File: src/fra_pkg.sv
// Package with shared types and constants for the running-average queue.
`timescale 1ns / 1ps

package fra_pkg;

   // Fixed field widths
   localparam int VALUE_W = 32;
   localparam int FRAC_W  = 8;
   localparam int MEAN_W  = 40;

   // Request codes
   localparam logic REQ_ENQUEUE = 1'b0;
   localparam logic REQ_DEQUEUE = 1'b1;

   // Response status codes
   typedef enum logic [1:0] {
      STATUS_OK    = 2'd0,
      STATUS_FULL  = 2'd1,
      STATUS_EMPTY = 2'd2
   } status_type;

   // Controller states
   typedef enum logic [2:0] {
      ST_IDLE,
      ST_EXEC,
      ST_UPDATE,
      ST_DIV_START,
      ST_DIVIDE,
      ST_DONE
   } ctrl_state_type;

   // Commands from controller to datapath
   typedef struct packed {
      logic capture;
      logic update;
      logic div_start;
      logic div_step;
      logic load_rsp;
   } ctrl_cmd_type;

   // Status from datapath to controller
   typedef struct packed {
      logic div_done;
   } dp_stat_type;

endpackage

File: src/fifo_running_average.sv
// Top level of the queue with running count, sum and fixed-point mean.
//
//   channel | direction | handshake            | payload
//   --------+-----------+----------------------+----------------------------------------
//   req     | in        | req_valid/req_ready  | req_type, req_value
//   rsp     | out       | rsp_valid/rsp_ready  | status, removed_value, count,
//           |           |                      | running_sum, mean_fixed, mean_valid
//
// One transaction at a time: accept, ring read, update, divider load, SUM_W+8
// divider steps (one quotient bit per cycle), a state to see them done, result load;
// the result load waits until the output register is free.
// Synchronous active-high reset clears count, sum and ring pointer; the ring
// memory itself is not cleared. A stalled response sits in the output register
// while the next request is taken and worked on up to the result load.
`timescale 1ns / 1ps

module fifo_running_average
   import fra_pkg::*;
#(
   parameter int DEPTH = 16,
   localparam int IDX_W = $clog2(DEPTH),
   localparam int CNT_W = $clog2(DEPTH + 1),
   localparam int SUM_W = VALUE_W + $clog2(DEPTH)
)
(
   input  logic                      clock,
   input  logic                      reset,
   input  logic                      req_valid,
   output logic                      req_ready,
   input  logic                      req_type,
   input  logic signed [VALUE_W-1:0] req_value,
   output logic                      rsp_valid,
   input  logic                      rsp_ready,
   output logic [1:0]                rsp_status,
   output logic signed [VALUE_W-1:0] rsp_removed_value,
   output logic [CNT_W-1:0]          rsp_count,
   output logic signed [SUM_W-1:0]   rsp_running_sum,
   output logic signed [MEAN_W-1:0]  rsp_mean_fixed,
   output logic                      rsp_mean_valid
);

   ctrl_cmd_type cmd;
   dp_stat_type  dp_stat;

   fra_ctrl u_ctrl (
      .clock     (clock),
      .reset     (reset),
      .req_valid (req_valid),
      .req_ready (req_ready),
      .rsp_valid (rsp_valid),
      .rsp_ready (rsp_ready),
      .dp_stat   (dp_stat),
      .cmd       (cmd)
   );

   fra_dp #(
      .DEPTH (DEPTH),
      .IDX_W (IDX_W),
      .CNT_W (CNT_W),
      .SUM_W (SUM_W)
   ) u_dp (
      .clock             (clock),
      .reset             (reset),
      .cmd               (cmd),
      .dp_stat           (dp_stat),
      .req_type          (req_type),
      .req_value         (req_value),
      .rsp_status        (rsp_status),
      .rsp_removed_value (rsp_removed_value),
      .rsp_count         (rsp_count),
      .rsp_running_sum   (rsp_running_sum),
      .rsp_mean_fixed    (rsp_mean_fixed),
      .rsp_mean_valid    (rsp_mean_valid)
   );

endmodule

File: src/fra_ctrl.sv
// Controller state machine sequencing one transaction through the datapath.
`timescale 1ns / 1ps

module fra_ctrl
   import fra_pkg::*;
(
   input  logic         clock,
   input  logic         reset,
   input  logic         req_valid,
   output logic         req_ready,
   output logic         rsp_valid,
   input  logic         rsp_ready,
   input  dp_stat_type  dp_stat,
   output ctrl_cmd_type cmd
);

   ctrl_state_type state_ff, state_in;
   logic           rsp_valid_ff, rsp_valid_in;
   logic           out_free;

   // Output register can take a new result
   assign out_free = !rsp_valid_ff || rsp_ready;

   // Next state
   always_comb begin
      state_in = state_ff;
      case (state_ff)
         ST_IDLE:      if (req_valid) state_in = ST_EXEC;
         ST_EXEC:      state_in = ST_UPDATE;
         ST_UPDATE:    state_in = ST_DIV_START;
         ST_DIV_START: state_in = ST_DIVIDE;
         ST_DIVIDE:    if (dp_stat.div_done) state_in = ST_DONE;
         ST_DONE:      if (out_free) state_in = ST_IDLE;
         default:      state_in = ST_IDLE;
      endcase
   end

   // Outputs
   always_comb begin
      cmd          = '0;
      req_ready    = 1'b0;
      rsp_valid_in = rsp_valid_ff && !rsp_ready;
      case (state_ff)
         ST_IDLE: begin
            req_ready   = 1'b1;
            cmd.capture = req_valid;
         end
         ST_EXEC:      ;
         ST_UPDATE:    cmd.update = 1'b1;
         ST_DIV_START: cmd.div_start = 1'b1;
         ST_DIVIDE:    cmd.div_step = !dp_stat.div_done;
         ST_DONE: begin
            if (out_free) begin
               cmd.load_rsp = 1'b1;
               rsp_valid_in = 1'b1;
            end
         end
         default: ;
      endcase
   end

   always_ff @(posedge clock) begin
      if (reset) begin
         state_ff     <= ST_IDLE;
         rsp_valid_ff <= 1'b0;
      end else begin
         state_ff     <= state_in;
         rsp_valid_ff <= rsp_valid_in;
      end
   end

   assign rsp_valid = rsp_valid_ff;

endmodule

File: src/fra_dp.sv
// Datapath: queue ring memory, count and sum, restoring divider, result registers.
`timescale 1ns / 1ps

module fra_dp
   import fra_pkg::*;
#(
   parameter int DEPTH  = 16,
   parameter int IDX_W  = 4,
   parameter int CNT_W  = 5,
   parameter int SUM_W  = 36
)
(
   input  logic                     clock,
   input  logic                     reset,
   input  ctrl_cmd_type             cmd,
   output dp_stat_type              dp_stat,
   input  logic                     req_type,
   input  logic signed [VALUE_W-1:0] req_value,
   output logic [1:0]               rsp_status,
   output logic signed [VALUE_W-1:0] rsp_removed_value,
   output logic [CNT_W-1:0]         rsp_count,
   output logic signed [SUM_W-1:0]  rsp_running_sum,
   output logic signed [MEAN_W-1:0] rsp_mean_fixed,
   output logic                     rsp_mean_valid
);

   localparam int DIVD_W = SUM_W + FRAC_W;
   localparam int STEP_W = $clog2(DIVD_W + 1);

   // Captured transaction
   logic                 type_ff;
   logic [VALUE_W-1:0]   value_ff;

   // Ring memory and its registered read port
   logic [VALUE_W-1:0]   mem [DEPTH];
   logic [VALUE_W-1:0]   rd_ff;

   // Queue state
   logic [IDX_W-1:0]     oldest_ff, oldest_in;
   logic [CNT_W-1:0]     count_ff, count_in;
   logic [SUM_W-1:0]     sum_ff, sum_in;
   status_type           status_ff, status_in;
   logic [VALUE_W-1:0]   removed_ff, removed_in;

   // Divider
   logic [CNT_W-1:0]     rem_ff, rem_in;
   logic [DIVD_W-1:0]    quot_ff, quot_in;
   logic [STEP_W-1:0]    step_ff, step_in;
   logic                 neg_ff, neg_in;

   // Response registers
   status_type           rsp_status_ff;
   logic [VALUE_W-1:0]   rsp_removed_ff;
   logic [CNT_W-1:0]     rsp_count_ff;
   logic [SUM_W-1:0]     rsp_sum_ff;
   logic [MEAN_W-1:0]    rsp_mean_ff;
   logic                 rsp_mean_valid_ff;

   logic                 full, empty, do_write;
   logic [IDX_W:0]       tail_w;
   logic [IDX_W-1:0]     tail;
   logic [SUM_W-1:0]     value_ext, rd_ext, sum_mag;
   logic [CNT_W:0]       trial;
   logic                 trial_ge;
   logic [MEAN_W-1:0]    quot_lo, mean_signed;

   assign full  = (count_ff == CNT_W'(DEPTH));
   assign empty = (count_ff == '0);

   // Tail position: oldest plus count, wrapped once
   assign tail_w = (IDX_W+1)'(oldest_ff) + (IDX_W+1)'(count_ff);
   always_comb begin
      if (tail_w >= (IDX_W+1)'(DEPTH)) begin
         tail = IDX_W'(tail_w - (IDX_W+1)'(DEPTH));
      end else begin
         tail = tail_w[IDX_W-1:0];
      end
   end

   assign value_ext = {{(SUM_W-VALUE_W){value_ff[VALUE_W-1]}}, value_ff};
   assign rd_ext    = {{(SUM_W-VALUE_W){rd_ff[VALUE_W-1]}}, rd_ff};
   assign do_write  = cmd.update && (type_ff == REQ_ENQUEUE) && !full;

   // Queue bookkeeping
   always_comb begin
      oldest_in  = oldest_ff;
      count_in   = count_ff;
      sum_in     = sum_ff;
      status_in  = status_ff;
      removed_in = removed_ff;
      if (cmd.update) begin
         status_in  = STATUS_OK;
         removed_in = '0;
         if (type_ff == REQ_ENQUEUE) begin
            if (full) begin
               status_in = STATUS_FULL;
            end else begin
               count_in = count_ff + 1'b1;
               sum_in   = sum_ff + value_ext;
            end
         end else begin
            if (empty) begin
               status_in = STATUS_EMPTY;
            end else begin
               removed_in = rd_ff;
               count_in   = count_ff - 1'b1;
               sum_in     = sum_ff - rd_ext;
               if (oldest_ff == IDX_W'(DEPTH - 1)) begin
                  oldest_in = '0;
               end else begin
                  oldest_in = oldest_ff + 1'b1;
               end
            end
         end
      end
   end

   // Restoring divider, one quotient bit per cycle
   assign sum_mag  = sum_ff[SUM_W-1] ? (~sum_ff + 1'b1) : sum_ff;
   assign trial    = {rem_ff, quot_ff[DIVD_W-1]};
   assign trial_ge = (trial >= {1'b0, count_ff});

   always_comb begin
      rem_in  = rem_ff;
      quot_in = quot_ff;
      step_in = step_ff;
      neg_in  = neg_ff;
      if (cmd.div_start) begin
         rem_in  = '0;
         quot_in = {sum_mag, {FRAC_W{1'b0}}};
         step_in = '0;
         neg_in  = sum_ff[SUM_W-1];
      end else if (cmd.div_step) begin
         if (trial_ge) begin
            rem_in = CNT_W'(trial - {1'b0, count_ff});
         end else begin
            rem_in = CNT_W'(trial);
         end
         quot_in = {quot_ff[DIVD_W-2:0], trial_ge};
         step_in = step_ff + 1'b1;
      end
   end

   assign dp_stat.div_done = (step_ff == STEP_W'(DIVD_W));

   // Quotient fits the mean width since the mean is bounded by one value
   assign quot_lo     = quot_ff[MEAN_W-1:0];
   assign mean_signed = neg_ff ? (~quot_lo + 1'b1) : quot_lo;

   // Queue control state
   always_ff @(posedge clock) begin
      if (reset) begin
         oldest_ff <= '0;
         count_ff  <= '0;
         sum_ff    <= '0;
         step_ff   <= '0;
      end else begin
         oldest_ff <= oldest_in;
         count_ff  <= count_in;
         sum_ff    <= sum_in;
         step_ff   <= step_in;
      end
   end

   // Payload registers
   always_ff @(posedge clock) begin
      if (cmd.capture) begin
         type_ff  <= req_type;
         value_ff <= req_value;
      end
      status_ff  <= status_in;
      removed_ff <= removed_in;
      rem_ff     <= rem_in;
      quot_ff    <= quot_in;
      neg_ff     <= neg_in;
      if (cmd.load_rsp) begin
         rsp_status_ff     <= status_ff;
         rsp_removed_ff    <= removed_ff;
         rsp_count_ff      <= count_ff;
         rsp_sum_ff        <= sum_ff;
         rsp_mean_valid_ff <= !empty;
         rsp_mean_ff       <= empty ? '0 : mean_signed;
      end
   end

   // Ring memory: write at tail, registered read at oldest
   always_ff @(posedge clock) begin
      if (do_write) begin
         mem[tail] <= value_ff;
      end
      rd_ff <= mem[oldest_ff];
   end

   assign rsp_status        = rsp_status_ff;
   assign rsp_removed_value = rsp_removed_ff;
   assign rsp_count         = rsp_count_ff;
   assign rsp_running_sum   = rsp_sum_ff;
   assign rsp_mean_fixed    = rsp_mean_ff;
   assign rsp_mean_valid    = rsp_mean_valid_ff;

endmodule
File: config.mk
export PLATFORM = sky130hd
export DESIGN_NAME = fifo_running_average
export DESIGN_NICKNAME = d
export VERILOG_FILES = /design/src/fra_pkg.sv /design/src/fifo_running_average.sv /design/src/fra_ctrl.sv /design/src/fra_dp.sv
export SDC_FILE = /design/constraint.sdc
export NUM_CORES = 1
export LEC_CHECK = 0
export BUFFER_PORTS_ARGS = -buffer_cell sky130_fd_sc_hd__buf_2
export CAP_MARGIN = 20
export CORE_ASPECT_RATIO = 0.7
export CORE_MARGIN = 1.5
export CORE_UTILIZATION = 65
export DETAILED_ROUTE_END_ITERATION = 10
export HOLD_SLACK_MARGIN = 0.12
export PLACE_DENSITY_LB_ADDON = 0.2
export SLEW_MARGIN = 15
export SYNTH_ARGS = -nofsm -noshare
export SYNTH_HDL_FRONTEND = slang
export SYNTH_SLANG_ARGS = --single-unit
File: constraint.sdc
create_clock -name clock -period 11.3 [get_ports clock]
set_clock_uncertainty 0.2 [all_clocks]
set_input_delay 0.565 -clock clock [delete_from_list [all_inputs] [get_ports clock]]
set_output_delay 0.565 -clock clock [all_outputs]
set_load 0.005 [all_outputs]
# After elaboration in Yosys (flattened, before gate mapping)
# Memories as Yosys holds them, arrays and structs flattened. A register that Yosys moved wholly into a read port is not among the register bits.
# Cells that the tools add are included.
# op_classes
reduce_logical	17
eq_ne	13
add_sub_neg	11
n_lt_le_gt_ge	2
bitwise	4
mux	31
# op_table
op	count
36-bit 2-to-1 mux	4
44-bit 2-to-1 mux	2
40-bit by 1-bit adder with 40-bit output (second input constant)	1
40-bit 2-to-1 mux	1
40-bit NOT	1
36-bit by 1-bit adder with 36-bit output (second input constant)	1
36-bit adder	1
36-bit NOT	1
36-bit subtractor	1
5-bit 2-to-1 mux	4
3-bit one-hot mux with 6 select lines	1
1-bit 2-to-1 mux	12
3-bit 2-to-1 mux	3
3-bit AND reduction	3
4-bit 2-to-1 mux	2
6-bit by 1-bit adder with 6-bit output (second input constant)	1
3-bit by 2-bit == test with 1-bit output (second input constant)	2
3-bit == test (second input constant)	2
6-bit == test (second input constant)	1
6-bit by 5-bit greater-or-equal comparator with 1-bit output	1
2-bit by 1-bit != test with 1-bit output (second input constant)	3
4-bit by 5-bit adder with 5-bit output	1
5-bit by 1-bit adder with 5-bit output (second input constant)	1
5-bit == test (second input constant)	1
other kinds (17)	27
# word_totals
n_memories	1
ram_bits	512
reg_bits	288
input_bits	37
# mem_list
memory	depth	width	read_ports	rd_ports_with_merged_regs	wr	line_no	text
u_dp.mem	16	32	1	1	1	fra_dp.sv:35	logic [VALUE_W-1:0] mem [DEPTH];

# Longest topological paths before layout
# depth
word_depth	6
ltp_mapped	20
depth_no_buf	20

# Cells and area by module
# From an unflattened synthesis, not the netlist that was laid out.
# unflattened
hier_cells	2120
hier_area_um2	34603.2
# modules_own_cells
mod	seq_area_each_um2	n_inst	area_per_inst_um2	cells_each
fra_dp	23902.9	1	34381.7	2096
fra_ctrl	80.1	1	221.5	24

# Worst setup path before layout
# No wires, ideal clock.
# synth_timing
path_kind	register to register
from	register u_ctrl.state_ff[0]
to	register u_dp.rsp_count_ff[0], in the netlist u_dp.rsp_count[0], enable pin
arrival_time_ns	5.531
slack_ns	4.976
setup_time_ns	0.592
path_stages_with_launch	4
path_buffers	1
cell_sequence	dfxtp_1 -> clkbuf_1 -> nand3b_1 -> nor2_1
# synth_lines
item	line_no	text
from (decl)	fra_ctrl.sv:17	ctrl_state_type state_ff, state_in;
from (signal assigned)	fra_ctrl.sv:67	state_ff <= state_in;
to (signal assigned)	fra_dp.sv:179	rsp_count_ff <= count_ff;
to (decl)	fra_dp.sv:54	logic [CNT_W-1:0] rsp_count_ff;

# Worst setup path after layout
# layout_timing
from	register u_dp.value_ff[10]
to	register u_dp.sum_ff[35]
# layout_via
elab_chain_cells	3
# layout_lines
item	line_no	text
from (decl)	fra_dp.sv:32	logic [VALUE_W-1:0] value_ff;
from (signal assigned)	fra_dp.sv:169	value_ff <= req_value;
36-bit adder	fra_dp.sv:99	sum_in = sum_ff + value_ext;
36-bit 2-to-1 mux	fra_dp.sv:95	if (full) begin
36-bit 2-to-1 mux	fra_dp.sv:94	if (type_ff == REQ_ENQUEUE) begin
to (signal assigned)	fra_dp.sv:160	sum_ff <= sum_in;
to (decl)	fra_dp.sv:41	logic [SUM_W-1:0] sum_ff, sum_in;
# Every way passes these cells. The select of a mux whose other input is x is not followed.
# A chain may end at the register's enable or synchronous reset.

==> impl_metrics.toml <==
[outcome]
run_status = "completed"

[sta]
finalSetupViolCount = 0
fmax_mhz = 183.6
fin_crit_ns = 5.446
tns_ns = 0
holdWs_ns = 0.1776
worstMarginPinSlew_ns = 1.090
hold_viol = 0
drv_slew = 0
fin_crit_sh = 0.4819
slew_headroom = 0.2735
rsz0062_at_grt = "false"

[cts]
clk_latency_ns = 0.63
cts.sinks = 832
cts_hold_buf = 34
cts-htree-levels = 3
cts_tree = "yes"
cts_buffers = 75
cts-root-buf = "clkbuf_16"
cts_buffer_depth = 3
post_cts_resized = 0
cts.clk_slew.worst_paths_ns = 0.07
post_cts_buffers = 0

[critical_path]
endpoint_kind = "flop"
rr_endpoint = "u_dp.sum_ff[35]"
cp_slowest_cell = "or4_1"
path_class = "reg2reg"
timing.rr.start = "u_dp.value_ff[10]"
cp.arrival_ns = 5.76
critPathMaxFanout = 18
rrSetupSlack_ns = 5.85
reg2reg_depth = 18
cpPeakStageDelay_ns = 0.66
cp-start-kind = "flop"
crit_chain = "or4_1 -> nor4_1 -> nand2b_1 -> nand2b_1 -> or2_2 -> nor2_1 -> xnor2_1 -> mux2i_1 -> ha_1 -> nand2_1 -> o21ai_0 -> o21a_1 -> o21ai_0 -> o311ai_1 -> a221o_1 -> a21oi_1 -> mux2i_1 -> mux2_2"
required_ns = 11.61

[power]
leakagePower_nw = 13.20
ir_drop_v = 0.0001536
swShare = 0.2466
combPwrFrac = 0.100
power.density_nw_per_um2 = 172.3
internal-power_mw = 5.049
clock_power_share = 0.367
power.switching_mw = 1.653
pwr-share-seq = 0.533

[logic_synthesis]
synth_top_area_frac = 0.6358
async_flop_share = 0
avgSynthCellArea_sq_um = 15.94
ys_warn_count = 0
synth_ff_type = "edfxtp_1"
synth_most_common_cell = "edfxtp_1"
synth.area.top_cells = "edfxtp_1 (64%), mux4_2 (10%), dfxtp_1 (5.8%)"
synth_top_area_cell = "edfxtp_1"
synth_cell_types = 65
synth.net_count = 2262
synthCells = 2169
synth_edf_count = 732
synth_area_sq_um = 34570
netlist_top_cells_count = "edfxtp_1 (732), nand2_1 (166), mux4_2 (160)"
ys_ff_latch = 832
ys_seq_area_frac = 0.6937

[place]
gp_congestion = 0.9034
dp_cells = 2940
port_buffers = 154
dpl.hpwl_mm = 47.42

[final_layout]
diodes = 0
area_delta_synth_final_pct = 12.53
fill_cells = 3111
finish.utilization = 0.7428
instances_no_fill = 3113
drive_gt1_frac = 0.2050
final_nets = 2460

[floorplan]
coreArea_sq_um = 52380
die-area_sq_um = 54600
die_width_microns = 278.7
initial_utilization = 0.6601
die_h_microns = 196.0
row_count = 70
ios = 155

[hold_path]
worst_hold_path.num_cells = 5
hold_path_class = "in2reg"
worstHoldStart = "req_valid"
hold-path-endpoint = "u_ctrl.state_ff[0]"

[drt]
drtIter0Drc = 2500
viasPerCell = 6.510
wl_per_cell_microns = 26.24
drc = 0
dr.pass1.iters = 6
ant_nets = 0
dr_total_vias = 20265
postRouteWirelength_mm = 81.69

[global_route]
grt_max_degree = 80
grt.overflow.total = 0
first_global_vias = 19904
grt_pass1_wl_mm = 122.5
grt_usage = 0.3054
antenna_found_initial = 1

[flow_run]
cap_violations = 0
==> power groups by stage <==
stage	Combinational [mW]	Clock [mW]	Sequential, mW
2_1_floorplan	0.471	0	3.58
3_3_place_gp	0.617	0	3.63
3_5_place_dp	0.641	0	3.63
4_1_cts	0.657	2.48	3.57
5_1_grt	0.739	2.60	3.58
6_report	0.669	2.46	3.57
==> cell families after synthesis <==
group | after synthesis | share of synthesized area
flops | 832 | 0.6937
simple gates | 528 | 0.07379
compound gates | 312 | 0.05534
mux | 171 | 0.1075
buf+inv | 137 | 0.01487
xor+xnor | 133 | 0.03369
fa+ha+maj | 56 | 0.02114
==> sequential cells by signal (all words and copies together), names as in the netlist <==
| signal | count |
|---|---|
| u_dp.status_ff | 2 |
| u_dp.rsp_status | 2 |
| u_dp.quot_ff | 44 |
| u_dp.removed_ff | 32 |
| u_ctrl.state_ff | 3 |
| u_dp.rsp_removed_value | 32 |
| u_dp.rsp_running_sum | 36 |
| u_dp.step_ff | 6 |
| u_dp.sum_ff | 36 |
| u_dp.rsp_mean_fixed | 40 |
| u_dp.rsp_mean_valid | 1 |
| u_dp.rem_ff | 5 |
| u_dp.value_ff | 32 |
| u_dp.rsp_count | 5 |
| u_dp.mem | 512 |
| u_dp.oldest_ff | 4 |
| u_dp.type_ff | 1 |
| u_dp.neg_ff | 1 |
| u_ctrl.rsp_valid | 1 |
| u_dp.rd_ff | 32 |
| u_dp.count_ff | 5 |
==> worst max-delay path, delay by kind of cell (launching register included) <==
| kind | cells | cell delay (ns) |
|---|---|---|
| AO/OA/AOI/OAI | 6 | 1.25 |
| XOR/XNOR | 1 | 0.13 |
| adder cells (fa/ha/maj) | 1 | 0.40 |
| flip-flops | 1 | 0.62 |
| multiplexers | 3 | 0.65 |
| AND/OR/NAND/NOR | 7 | 2.05 |
==> layer usage <==
metal,up-vias,routed length [microns],GRT usage
li1,8806,-,-
met1,10276,32760,0.4389
met2,1032,39120,0.4862
met3,151,7771,0.06038
met4,0,2040,0.08434
met5,-,0,0.002653
==> per-stage QoR <==
| step | area, sq um | setup slack [ns] | total power, mW |
|---|---|---|---|
| after floorplan | 34570 | 4.976 | 4.055 |
| after global placement | 36230 | 6.089 | 4.244 |
| after detailed placement | 36230 | 5.932 | 4.276 |
| after CTS | 38900 | 5.918 | 6.706 |
| after global routing | 38900 | 5.367 | 6.918 |
| final | 38900 | 5.855 | 6.702 |
==> cells in the final DEF (no fill, tap or decap), types with 5 or more instances in the layout <==
master / Yosys / routed
buf_2: 0 / 154
or4_1: 8 / 8
edfxtp_1: 732 / 732
clkbuf_1: 77 / 26
ha_1: 52 / 52
nor4_1: 10 / 10
nor2b_1: 12 / 12
nand4_1: 9 / 9
a21oi_1: 94 / 94
a211oi_1: 8 / 8
o21ai_0: 106 / 106
xor2_1: 97 / 97
nand3b_1: 8 / 8
o21a_1: 7 / 7
a21o_1: 22 / 22
and2_1: 9 / 8
o31ai_1: 21 / 21
nand2b_1: 11 / 11
clkinv_1: 0 / 11
nand2_1: 166 / 166
clkbuf_16: 0 / 77
nor3_1: 24 / 23
clkinv_2: 0 / 10
or3_1: 15 / 15
dfxtp_1: 100 / 96
inv_1: 33 / 33
dlygate4sd3_1: 0 / 34
mux2i_1: 10 / 10
nor2_4: 0 / 17
o41ai_1: 13 / 13
mux4_2: 160 / 160
nor2_1: 144 / 127
a31oi_1: 14 / 14
nand3_1: 46 / 46
xnor2_1: 36 / 36
and3_1: 42 / 42
buf_4: 0 / 36
clkbuf_8: 0 / 5
==> how the worst max path moves through the flow <==
stage                                   end               start  cells after the start  slack, ns
after floorplan           u_dp.rsp_count[0]  u_ctrl.state_ff[0]                      3       4.98
after global placement      u_dp.sum_ff[35]    u_dp.value_ff[7]                     18       6.09
after detailed placement    u_dp.sum_ff[35]   u_dp.value_ff[10]                     18       5.93
after CTS                   u_dp.sum_ff[35]   u_dp.value_ff[10]                     18       5.92
after global routing        u_dp.sum_ff[35]    u_dp.value_ff[5]                     15       5.37
final                       u_dp.sum_ff[35]   u_dp.value_ff[10]                     18       5.85
==> final cells by class <==
type,count,area [sq um],area share
clock inverter,31,244.0,0.006272
sequential,832,23990,0.6167
inverter,34,127.6,0.003280
timing repair buffer,224,1381,0.03551
tap,684,855.8,0.02200
multi-input combinational,1200,10210,0.2624
clock buffer,108,2093,0.05381
Note: power is estimated with default switching activity, not from simulation.
